===== src/rtl/core/wpd_pkg.sv =====
`timescale 1ns / 1ps
// Shared types, result codes and mark tables for the 16-bit PCM WAV deframer.
// No dependencies; used by every module of the block.
package wpd_pkg;

    // Result kinds.
    localparam logic [1:0] KIND_SAMPLE = 2'd0;
    localparam logic [1:0] KIND_ERROR  = 2'd1;
    localparam logic [1:0] KIND_END    = 2'd2;

    // Header error codes.
    localparam logic [2:0] ERR_NONE      = 3'd0;
    localparam logic [2:0] ERR_RIFF      = 3'd1;
    localparam logic [2:0] ERR_WAVE      = 3'd2;
    localparam logic [2:0] ERR_FMT_MARK  = 3'd3;
    localparam logic [2:0] ERR_FMT_SIZE  = 3'd4;
    localparam logic [2:0] ERR_FMT_TYPE  = 3'd5;
    localparam logic [2:0] ERR_CHANNELS  = 3'd6;
    localparam logic [2:0] ERR_BIT_DEPTH = 3'd7;

    // Mark selectors.
    localparam logic [1:0] MARK_RIFF = 2'd0;
    localparam logic [1:0] MARK_WAVE = 2'd1;
    localparam logic [1:0] MARK_FMT  = 2'd2;
    localparam logic [1:0] MARK_DATA = 2'd3;

    // Input request: one file byte.
    typedef struct packed {
        logic       start_req;
        logic [7:0] file_byte;
    } wpd_in_t;

    // Result item.
    typedef struct packed {
        logic [1:0]         kind;
        logic signed [15:0] sample;
        logic [14:0]        channel;
        logic               frame_end;
        logic [2:0]         error_code;
    } wpd_out_t;

    // Expected byte of a four-character mark.
    function automatic logic [7:0] mark_byte(input logic [1:0] which, input logic [1:0] idx);
        logic [31:0] word;
        case (which)
            MARK_RIFF: word = "RIFF";
            MARK_WAVE: word = "WAVE";
            MARK_FMT:  word = "fmt ";
            default:   word = "data";
        endcase
        case (idx)
            2'd0:    mark_byte = word[31:24];
            2'd1:    mark_byte = word[23:16];
            2'd2:    mark_byte = word[15:8];
            default: mark_byte = word[7:0];
        endcase
    endfunction

endpackage


===== src/rtl/core/wav_pcm16_deframer_unit.sv =====
`timescale 1ns / 1ps
// Deframer for 16-bit PCM WAV files arriving one byte per request.
// The src channel carries one file byte and a start_req flag; start_req marks byte 0 of a
// new file and restarts parsing. The res channel carries samples tagged with their
// channel and frame end, header errors with their code, and the end-of-stream mark.
// Both channels use valid/stall: a request moves at a clock edge with valid high and
// stall low.
// Throughput: one byte per cycle while src_stall is low. All parsing of a byte is done in
// the cycle it is taken, between the parser state registers and the result register.
// A result is registered at the edge that takes its byte, in the result register or the skid entry.
// When the receiver stalls, one further result is held in a skid entry; src_stall rises
// only once that entry is full, and bytes that give no result need it free as well.
// Reset (rst_n low, asynchronous) returns the parser to the start of the header and
// empties the result register and skid entry; the first byte after reset is byte 0.
// After an error or the end mark, bytes are dropped until the next start_req.
// Depends on wpd_pkg, wpd_parser and wpd_out_skid.
module wav_pcm16_deframer_unit
(
    input  logic              clk,
    input  logic              rst_n,
    input  logic              src_valid,
    output logic              src_stall,
    input  wpd_pkg::wpd_in_t  src_data,
    output logic              res_valid,
    input  logic              res_stall,
    output wpd_pkg::wpd_out_t res_data
);

    logic              accept;
    logic              push;
    wpd_pkg::wpd_out_t push_data;
    logic              full;

    assign src_stall = full;
    assign accept    = src_valid && !full;

    // Parser state and next-state logic.
    wpd_parser u_parser
    (
        .clk      (clk),
        .rst_n    (rst_n),
        .accept   (accept),
        .req      (src_data),
        .res_push (push),
        .res      (push_data)
    );

    // Result register and skid entry.
    wpd_out_skid u_out
    (
        .clk       (clk),
        .rst_n     (rst_n),
        .push      (push && accept),
        .push_data (push_data),
        .full      (full),
        .res_valid (res_valid),
        .res_stall (res_stall),
        .res_data  (res_data)
    );

`ifndef SYNTHESIS
    // The input is only held off while a result is waiting.
    assert property (@(posedge clk) disable iff (!rst_n) src_stall |-> res_valid)
        else $error("src_stall high with no result waiting");

    // An error result always carries a code, and other kinds carry none.
    assert property (@(posedge clk) disable iff (!rst_n)
        res_valid |-> ((res_data.kind == wpd_pkg::KIND_ERROR)
                       == (res_data.error_code != wpd_pkg::ERR_NONE)))
        else $error("error code does not match result kind");

    // Only the three defined kinds are produced.
    assert property (@(posedge clk) disable iff (!rst_n)
        res_valid |-> (res_data.kind == wpd_pkg::KIND_SAMPLE
                       || res_data.kind == wpd_pkg::KIND_ERROR
                       || res_data.kind == wpd_pkg::KIND_END))
        else $error("undefined result kind");
`endif

endmodule


===== src/rtl/core/wpd_parser.sv =====
`timescale 1ns / 1ps
// Byte-wise RIFF/WAVE header and chunk parser state with its next-state logic.
// Depends on wpd_pkg for the request and result types and the codes.
module wpd_parser
(
    input  logic             clk,
    input  logic             rst_n,
    input  logic             accept,
    input  wpd_pkg::wpd_in_t req,
    output logic             res_push,
    output wpd_pkg::wpd_out_t res
);

    localparam logic [2:0] PH_HDR  = 3'd0;
    localparam logic [2:0] PH_PAD  = 3'd1;
    localparam logic [2:0] PH_CHK  = 3'd2;
    localparam logic [2:0] PH_BND  = 3'd3;
    localparam logic [2:0] PH_DATA = 3'd4;
    localparam logic [2:0] PH_SKIP = 3'd5;
    localparam logic [2:0] PH_DONE = 3'd6;
    localparam logic [2:0] PH_ERR  = 3'd7;

    localparam logic [32:0] POS_MAX = {33{1'b1}};

    logic [2:0]  phase_reg, phase_next, cur_phase;
    logic [5:0]  hc_reg, hc_next, cur_hc;
    logic [31:0] shift_reg, shift_next, cur_shift;
    logic        mm_reg, mm_next, cur_mm;
    logic [31:0] rem_reg, rem_next, cur_rem;
    logic [32:0] pos_reg, pos_next, cur_pos;
    logic [31:0] riff_reg, riff_next, cur_riff;
    logic [14:0] cc_reg, cc_next, cur_cc;
    logic [14:0] ci_reg, ci_next, cur_ci;
    logic [7:0]  low_reg, low_next, cur_low;
    logic        odd_reg, odd_next, cur_odd;
    logic        ext_reg, ext_next, cur_ext;

    logic [7:0]  b;
    logic [31:0] shift_take;
    logic [32:0] pos_take;
    logic [15:0] half;
    logic [5:0]  hc_inc;
    logic [5:0]  n_eff;
    logic [1:0]  which;
    logic        mm_upd;
    logic [31:0] rem_dec;
    logic        frame_short;
    logic [15:0] ci_inc;
    logic        last;
    logic        at_end;
    logic [2:0]  err;

    assign b = req.file_byte;

    // A start request clears all state before its byte is parsed.
    always_comb
    begin
        if (req.start_req)
        begin
            cur_phase = PH_HDR;
            cur_hc    = '0;
            cur_shift = '0;
            cur_mm    = 1'b1;
            cur_rem   = '0;
            cur_pos   = '0;
            cur_riff  = '0;
            cur_cc    = '0;
            cur_ci    = '0;
            cur_low   = '0;
            cur_odd   = 1'b0;
            cur_ext   = 1'b0;
        end
        else
        begin
            cur_phase = phase_reg;
            cur_hc    = hc_reg;
            cur_shift = shift_reg;
            cur_mm    = mm_reg;
            cur_rem   = rem_reg;
            cur_pos   = pos_reg;
            cur_riff  = riff_reg;
            cur_cc    = cc_reg;
            cur_ci    = ci_reg;
            cur_low   = low_reg;
            cur_odd   = odd_reg;
            cur_ext   = ext_reg;
        end
    end

    // Terms shared by several phases.
    always_comb
    begin
        shift_take  = {b, cur_shift[31:8]};
        pos_take    = (cur_pos == POS_MAX) ? cur_pos : cur_pos + 33'd1;
        half        = shift_take[31:16];
        hc_inc      = cur_hc + 6'd1;
        n_eff       = (cur_phase == PH_BND) ? 6'd0 : cur_hc;
        if (cur_phase != PH_HDR)
        begin
            which = wpd_pkg::MARK_DATA;
        end
        else if (cur_hc < 6'd8)
        begin
            which = wpd_pkg::MARK_RIFF;
        end
        else if (cur_hc < 6'd12)
        begin
            which = wpd_pkg::MARK_WAVE;
        end
        else
        begin
            which = wpd_pkg::MARK_FMT;
        end
        mm_upd      = ((n_eff[1:0] == 2'd0) ? 1'b1 : cur_mm)
                      & (b == wpd_pkg::mark_byte(which, n_eff[1:0]));
        rem_dec     = (cur_rem != 32'd0) ? cur_rem - 32'd1 : cur_rem;
        frame_short = !cur_odd && (cur_ci == 15'd0)
                      && (cur_rem < {16'd0, cur_cc, 1'b0});
        ci_inc      = {1'b0, cur_ci} + 16'd1;
        last        = (ci_inc >= {1'b0, cur_cc});
        at_end      = (cur_pos >= ({1'b0, cur_riff} + 33'd8));
    end

    // Next state and result for one accepted byte.
    always_comb
    begin
        phase_next = cur_phase;
        hc_next    = cur_hc;
        shift_next = cur_shift;
        mm_next    = cur_mm;
        rem_next   = cur_rem;
        pos_next   = cur_pos;
        riff_next  = cur_riff;
        cc_next    = cur_cc;
        ci_next    = cur_ci;
        low_next   = cur_low;
        odd_next   = cur_odd;
        ext_next   = cur_ext;
        err        = wpd_pkg::ERR_NONE;
        res_push   = 1'b0;
        res        = '0;

        unique case (cur_phase) inside
            PH_HDR:
            begin
                shift_next = shift_take;
                pos_next   = pos_take;
                hc_next    = hc_inc;
                if (cur_hc < 6'd4)
                begin
                    mm_next = mm_upd;
                    if (cur_hc[1:0] == 2'd3 && !mm_upd)
                    begin
                        err = wpd_pkg::ERR_RIFF;
                    end
                end
                else if (cur_hc == 6'd7)
                begin
                    riff_next = shift_take;
                end
                else if (cur_hc >= 6'd8 && cur_hc < 6'd12)
                begin
                    mm_next = mm_upd;
                    if (cur_hc[1:0] == 2'd3 && !mm_upd)
                    begin
                        err = wpd_pkg::ERR_WAVE;
                    end
                end
                else if (cur_hc >= 6'd12 && cur_hc < 6'd16)
                begin
                    mm_next = mm_upd;
                    if (cur_hc[1:0] == 2'd3 && !mm_upd)
                    begin
                        err = wpd_pkg::ERR_FMT_MARK;
                    end
                end
                else if (cur_hc == 6'd19)
                begin
                    if (shift_take != 32'd16 && shift_take != 32'd18)
                    begin
                        err = wpd_pkg::ERR_FMT_SIZE;
                    end
                    ext_next = (shift_take == 32'd18);
                end
                else if (cur_hc == 6'd21)
                begin
                    if (half != 16'd1)
                    begin
                        err = wpd_pkg::ERR_FMT_TYPE;
                    end
                end
                else if (cur_hc == 6'd23)
                begin
                    if (half == 16'd0 || half[15])
                    begin
                        err = wpd_pkg::ERR_CHANNELS;
                    end
                    else
                    begin
                        cc_next = half[14:0];
                    end
                end
                else if (cur_hc >= 6'd35)
                begin
                    if (half != 16'd16)
                    begin
                        err = wpd_pkg::ERR_BIT_DEPTH;
                    end
                    hc_next    = '0;
                    phase_next = cur_ext ? PH_PAD : PH_CHK;
                end
                if (err != wpd_pkg::ERR_NONE)
                begin
                    phase_next     = PH_ERR;
                    res_push       = 1'b1;
                    res.kind       = wpd_pkg::KIND_ERROR;
                    res.error_code = err;
                end
            end
            PH_PAD:
            begin
                shift_next = shift_take;
                pos_next   = pos_take;
                hc_next    = hc_inc;
                if (hc_inc >= 6'd2)
                begin
                    hc_next    = '0;
                    phase_next = PH_CHK;
                end
            end
            PH_BND, PH_CHK:
            begin
                if (cur_phase == PH_BND && at_end)
                begin
                    phase_next = PH_DONE;
                    res_push   = 1'b1;
                    res.kind   = wpd_pkg::KIND_END;
                end
                else
                begin
                    // One byte of a chunk header: mark, then size.
                    shift_next = shift_take;
                    pos_next   = pos_take;
                    hc_next    = n_eff + 6'd1;
                    if (n_eff < 6'd4)
                    begin
                        mm_next = mm_upd;
                    end
                    if (n_eff >= 6'd7)
                    begin
                        hc_next  = '0;
                        rem_next = shift_take;
                        if (cur_mm)
                        begin
                            ci_next    = '0;
                            odd_next   = 1'b0;
                            phase_next = (shift_take != 32'd0) ? PH_DATA : PH_BND;
                        end
                        else
                        begin
                            phase_next = (shift_take != 32'd0) ? PH_SKIP : PH_BND;
                        end
                    end
                end
            end
            PH_SKIP:
            begin
                shift_next = shift_take;
                pos_next   = pos_take;
                rem_next   = rem_dec;
                if (rem_dec == 32'd0)
                begin
                    phase_next = PH_BND;
                end
            end
            PH_DATA:
            begin
                shift_next = shift_take;
                pos_next   = pos_take;
                if (frame_short)
                begin
                    phase_next = PH_SKIP;
                end
                else if (!cur_odd)
                begin
                    low_next = b;
                    odd_next = 1'b1;
                end
                else
                begin
                    res_push      = 1'b1;
                    res.kind      = wpd_pkg::KIND_SAMPLE;
                    res.sample    = $signed({b, cur_low});
                    res.channel   = cur_ci;
                    res.frame_end = last;
                    odd_next      = 1'b0;
                    ci_next       = last ? 15'd0 : ci_inc[14:0];
                end
                rem_next = rem_dec;
                if (rem_dec == 32'd0)
                begin
                    phase_next = PH_BND;
                end
            end
            PH_DONE, PH_ERR:
            begin
                phase_next = cur_phase;
            end
        endcase
    end

    // Control state.
    always_ff @(posedge clk or negedge rst_n)
    begin
        if (!rst_n)
        begin
            phase_reg <= PH_HDR;
            hc_reg    <= '0;
            mm_reg    <= 1'b1;
            rem_reg   <= '0;
            pos_reg   <= '0;
            riff_reg  <= '0;
            cc_reg    <= '0;
            ci_reg    <= '0;
            odd_reg   <= 1'b0;
            ext_reg   <= 1'b0;
            shift_reg <= '0;
            low_reg   <= '0;
        end
        else if (accept)
        begin
            phase_reg <= phase_next;
            hc_reg    <= hc_next;
            mm_reg    <= mm_next;
            rem_reg   <= rem_next;
            pos_reg   <= pos_next;
            riff_reg  <= riff_next;
            cc_reg    <= cc_next;
            ci_reg    <= ci_next;
            odd_reg   <= odd_next;
            ext_reg   <= ext_next;
            shift_reg <= shift_next;
            low_reg   <= low_next;
        end
    end

endmodule


===== src/rtl/core/wpd_out_skid.sv =====
`timescale 1ns / 1ps
// Result register with one skid entry, so the parser keeps taking bytes while a result waits.
// Depends on wpd_pkg for the result type.
module wpd_out_skid
(
    input  logic              clk,
    input  logic              rst_n,
    input  logic              push,
    input  wpd_pkg::wpd_out_t push_data,
    output logic              full,
    output logic              res_valid,
    input  logic              res_stall,
    output wpd_pkg::wpd_out_t res_data
);

    logic              main_valid_reg;
    wpd_pkg::wpd_out_t main_data_reg;
    logic              skid_valid_reg;
    wpd_pkg::wpd_out_t skid_data_reg;
    logic              pop;

    assign pop       = main_valid_reg && !res_stall;
    assign full      = skid_valid_reg;
    assign res_valid = main_valid_reg;
    assign res_data  = main_data_reg;

    // Valid flags.
    always_ff @(posedge clk or negedge rst_n)
    begin
        if (!rst_n)
        begin
            main_valid_reg <= 1'b0;
            skid_valid_reg <= 1'b0;
        end
        else if (skid_valid_reg)
        begin
            if (pop)
            begin
                skid_valid_reg <= 1'b0;
            end
        end
        else if (push)
        begin
            if (main_valid_reg && !pop)
            begin
                skid_valid_reg <= 1'b1;
            end
            else
            begin
                main_valid_reg <= 1'b1;
            end
        end
        else if (pop)
        begin
            main_valid_reg <= 1'b0;
        end
    end

    // Payload moves; no reset needed.
    always_ff @(posedge clk)
    begin
        if (skid_valid_reg)
        begin
            if (pop)
            begin
                main_data_reg <= skid_data_reg;
            end
        end
        else if (push)
        begin
            if (main_valid_reg && !pop)
            begin
                skid_data_reg <= push_data;
            end
            else
            begin
                main_data_reg <= push_data;
            end
        end
    end

endmodule


===== config.mk =====
export PLATFORM = sky130hd
export DESIGN_NAME = wav_pcm16_deframer_unit
export DESIGN_NICKNAME = d
export VERILOG_FILES = /design/src/rtl/core/wpd_pkg.sv /design/src/rtl/core/wav_pcm16_deframer_unit.sv /design/src/rtl/core/wpd_parser.sv /design/src/rtl/core/wpd_out_skid.sv
export SDC_FILE = /design/constraint.sdc
export NUM_CORES = 1
export LEC_CHECK = 0
export BUFFER_PORTS_ARGS = -buffer_cell sky130_fd_sc_hd__buf_4
export CAP_MARGIN = 25
export CORE_AREA = 5 5 222 224
export CTS_CLUSTER_SIZE = 20
export DETAILED_ROUTE_END_ITERATION = 10
export DIE_AREA = 0 0 227 229
export SLEW_MARGIN = 20
export SYNTH_ARGS = -nofsm -noshare
export SYNTH_HDL_FRONTEND = slang
export SYNTH_HIERARCHICAL = 1
export SYNTH_SLANG_ARGS = --single-unit

===== constraint.sdc =====
create_clock -name clk -period 17.4 [get_ports clk]
set_clock_uncertainty 0.05 [all_clocks]
set_input_delay 2.61 -clock clk [delete_from_list [all_inputs] [get_ports clk]]
set_output_delay 2.61 -clock clk [all_outputs]
set_load 0.1 [all_outputs]

==> impl_metrics.ini <==
[power]
powerDensity_nw_per_um2 = 111
power.leakage_nw = 7.15
ir_drop_mv = 0.0839

[detailed_routing]
vias_per_cell = 6.02
drc = 0
drt-wirelength-per-cell_um = 21.7
drt-pass1-iter-count = 5
routed_wl_um = 52100
vias = 14476
ant_nets = 0
drt_iter0_drc = 1480

[die]
dieWidth_um = 227
design.die.area_um2 = 52000
start_util_pct = 34.5
rows = 80
io-pin-count = 52
die_h_um = 229
core-area_um2 = 47100

[clock_tree]
post_cts_resized = 0
numCtsBuffers = 29
cts_hold_buffers = 0
max-clock-path-buffers = 3
clk_latency_ps = 570
clock-sinks = 247
htreeDepth = 1
post_cts_buffers = 0
clkTransAtPathRegs_ps = 60
cts_tree = done
cts_root_buffer = clkbuf_16

[run_status]
status = finished, final reports clean

[run]
cap_violations = 0

[timing]
fin_crit_sh_pct = 46.9
slew_headroom_pct = 32.8
hold_violations = 0
timing.final.ws_setup_ps = 9240
tightest_slew_ps = 1000
finalSetupTns_ps = 0
fin_crit_ps = 8160
fmax_ghz = 0.122
finalSetupViolCount = 0
rsz0062_at_grt = no
slew_viol_final = 0

[layout]
multiInputGateArea_um2 = 9050
drive_gt1_share_pct = 11.1
area_growth_pct = 11.8
diodes = 0
nNetsFinal = 1852
fillers = 4635
ff_latch_area_um2 = 6550

[synth]
ys_types = 88
async_reset_ff_share_pct = 70.0
netlist_area_um2 = 16300
syn-num-nets = 1861
synth_top_area_share_pct = 26.5
synthCells = 1774
yosysSeqAreaShare_pct = 40.3
synthTopCellsByArea = dfrtp_1, edfxtp_1, ha_1, nand2_1, o21ai_0
yosysWarnings = 6
synth-seq-cells = 247
synth_edf_count = 74
yosysTopAreaCell = dfrtp_1
synth-main-ff-cell = dfrtp_1
avgSynthCellArea_um2 = 9.17

[worst_setup_path]
cp-end-kind = flip-flop
start_kind = input pin
crit_type = input pin to flip-flop
cp_max_fo = 92
cp.required_ps = 17630
arrival_ps = 8390

[global_route]
overflow = 0
grt_pass1_wl_um = 82400
antenna_found_initial = 0
grtUsageTotal_pct = 19.5
grt_max_degree = 93
grt_pass1_vias = 14010

[placement]
place_congestion = 0.944
io_buffers = 51
place_hpwl_um = 36800
place_ws_ps = 8480

[min_path]
hp-class = flip-flop to flip-flop
## cell usage after synthesis (all sizes together) (5+ instances only)
cell type / n
o22ai: 12
a31oi: 13
dfrtp: 172
nor3b: 5
nand4: 43
mux2i: 14
a32o: 5
o31ai: 16
nor2b: 57
nand2b: 9
or4: 10
and3: 20
and4: 8
or3: 20
o2bb2ai: 38
xnor2: 35
edfxtp: 74
clkbuf: 81
a22o: 57
nand2: 186
mux2: 43
o211ai: 8
o32a: 5
a21o: 13
nor3: 55
nor2: 122
buf: 36
a211oi: 13
a22oi: 44
xor2: 20
inv: 49
ha: 74
nand3: 63
or2: 7
a32oi: 6
and2: 28
a21oi: 80
nor4b: 7
nor4: 34
o21ai: 111
## critical path, cell delays in order
cell and delay [ps]:
buf_6 210, nor2b_1 260, ha_1 220, and3_1 160, nand3_1 180, nor3_1 510, nand2_1 140, or2_2 330
nor2_1 140, xor2_1 170, nand2_1 90, ha_1 330, nand4_1 90, or3_1 420, or4_1 410, o32ai_1 260
o31ai_4 80, inv_1 390, or3_1 170, and3b_1 170, nand2b_1 170, a21boi_4 510, buf_16 230
## layout by cell type, fill, tap and decap left out, types with 38 or more instances in the layout
cell	n
a21oi_1	80
a22o_1	57
a22oi_1	44
buf_4	72
dfrtp_1	172
edfxtp_1	74
ha_1	74
inv_1	47
mux2_2	42
nand2_1	186
nand3_1	62
nand4_1	42
nor2_1	120
nor2b_1	56
nor3_1	53
o21ai_0	109
o2bb2ai_1	38
## cells by family (layout without fill, tap and decap cells)
family / after synthesis / in the layout / share of synthesized area [%]
flip-flops: 247 / 247 / 40.3
buffers and inverters: 168 / 182 / 4.42
AO/OA/AOI/OAI: 485 / 485 / 20.9
multiplexers: 57 / 57 / 3.84
XOR/XNOR: 55 / 55 / 2.96
AND/OR/NAND/NOR: 688 / 688 / 21.9
adder cells (fa/ha/maj): 74 / 74 / 5.69
## area by class of cell
class	instances	area share, %
clock buffers	38	4.23
clock inverters	16	1.14
inverters	51	1.05
multi-input cells	1359	49.8
flip-flops and latches	247	36.0
well taps	615	4.23
repair buffers	77	3.51
## per-layer routing
metal	routed length (µm)	GRT usage [%]
met5	0	0
met4	1720	6.28
met3	3520	2.65
met2	23600	30.4
met1	23300	28.0
## per-stage QoR
step	power [mW]	std cells	utilization, %	cell area [µm²]	hold WS, ps
after global placement	1.37	2346	36.3	17100	422
final	2.01	2403	38.6	18200	440
after global routing	2.11	2403	38.6	18200	465
after detailed placement	1.38	2347	36.4	17200	432
after floorplan	1.18	1774	-	16300	410
after CTS	2.01	2401	38.5	18100	446
## final timing paths
kind	start	end	slack, ps	cells past startpoint
max in group asynchronous	rst_n	u_parser/rem_reg[8]$_DFFE_PN0P_	14160	2
worst max-delay path	src_data[8]	u_out/res_data[7]$_DFFE_PP_	9240	23
worst min register to register	u_parser/low_reg[2]$_DFFE_PN0P_	u_parser/low_reg[2]$_DFFE_PN0P_	440	2
worst max register to register	u_parser/riff_reg[3]$_DFFE_PN0P_	u_out/res_data[7]$_DFFE_PP_	11240	22
worst min-delay path	u_parser/low_reg[2]$_DFFE_PN0P_	u_parser/low_reg[2]$_DFFE_PN0P_	440	2
min in group asynchronous	rst_n	u_parser/hc_reg[3]$_DFFE_PN0P_	1890	1
## power breakdown
group,switching (mW),leakage [nW],internal [mW]
sequential,0.105,3.00,0.646
combinational,0.420,3.68,0.213
clock,0.256,0.468,0.373
No activity file was read; power rests on OpenSTA's default activity.
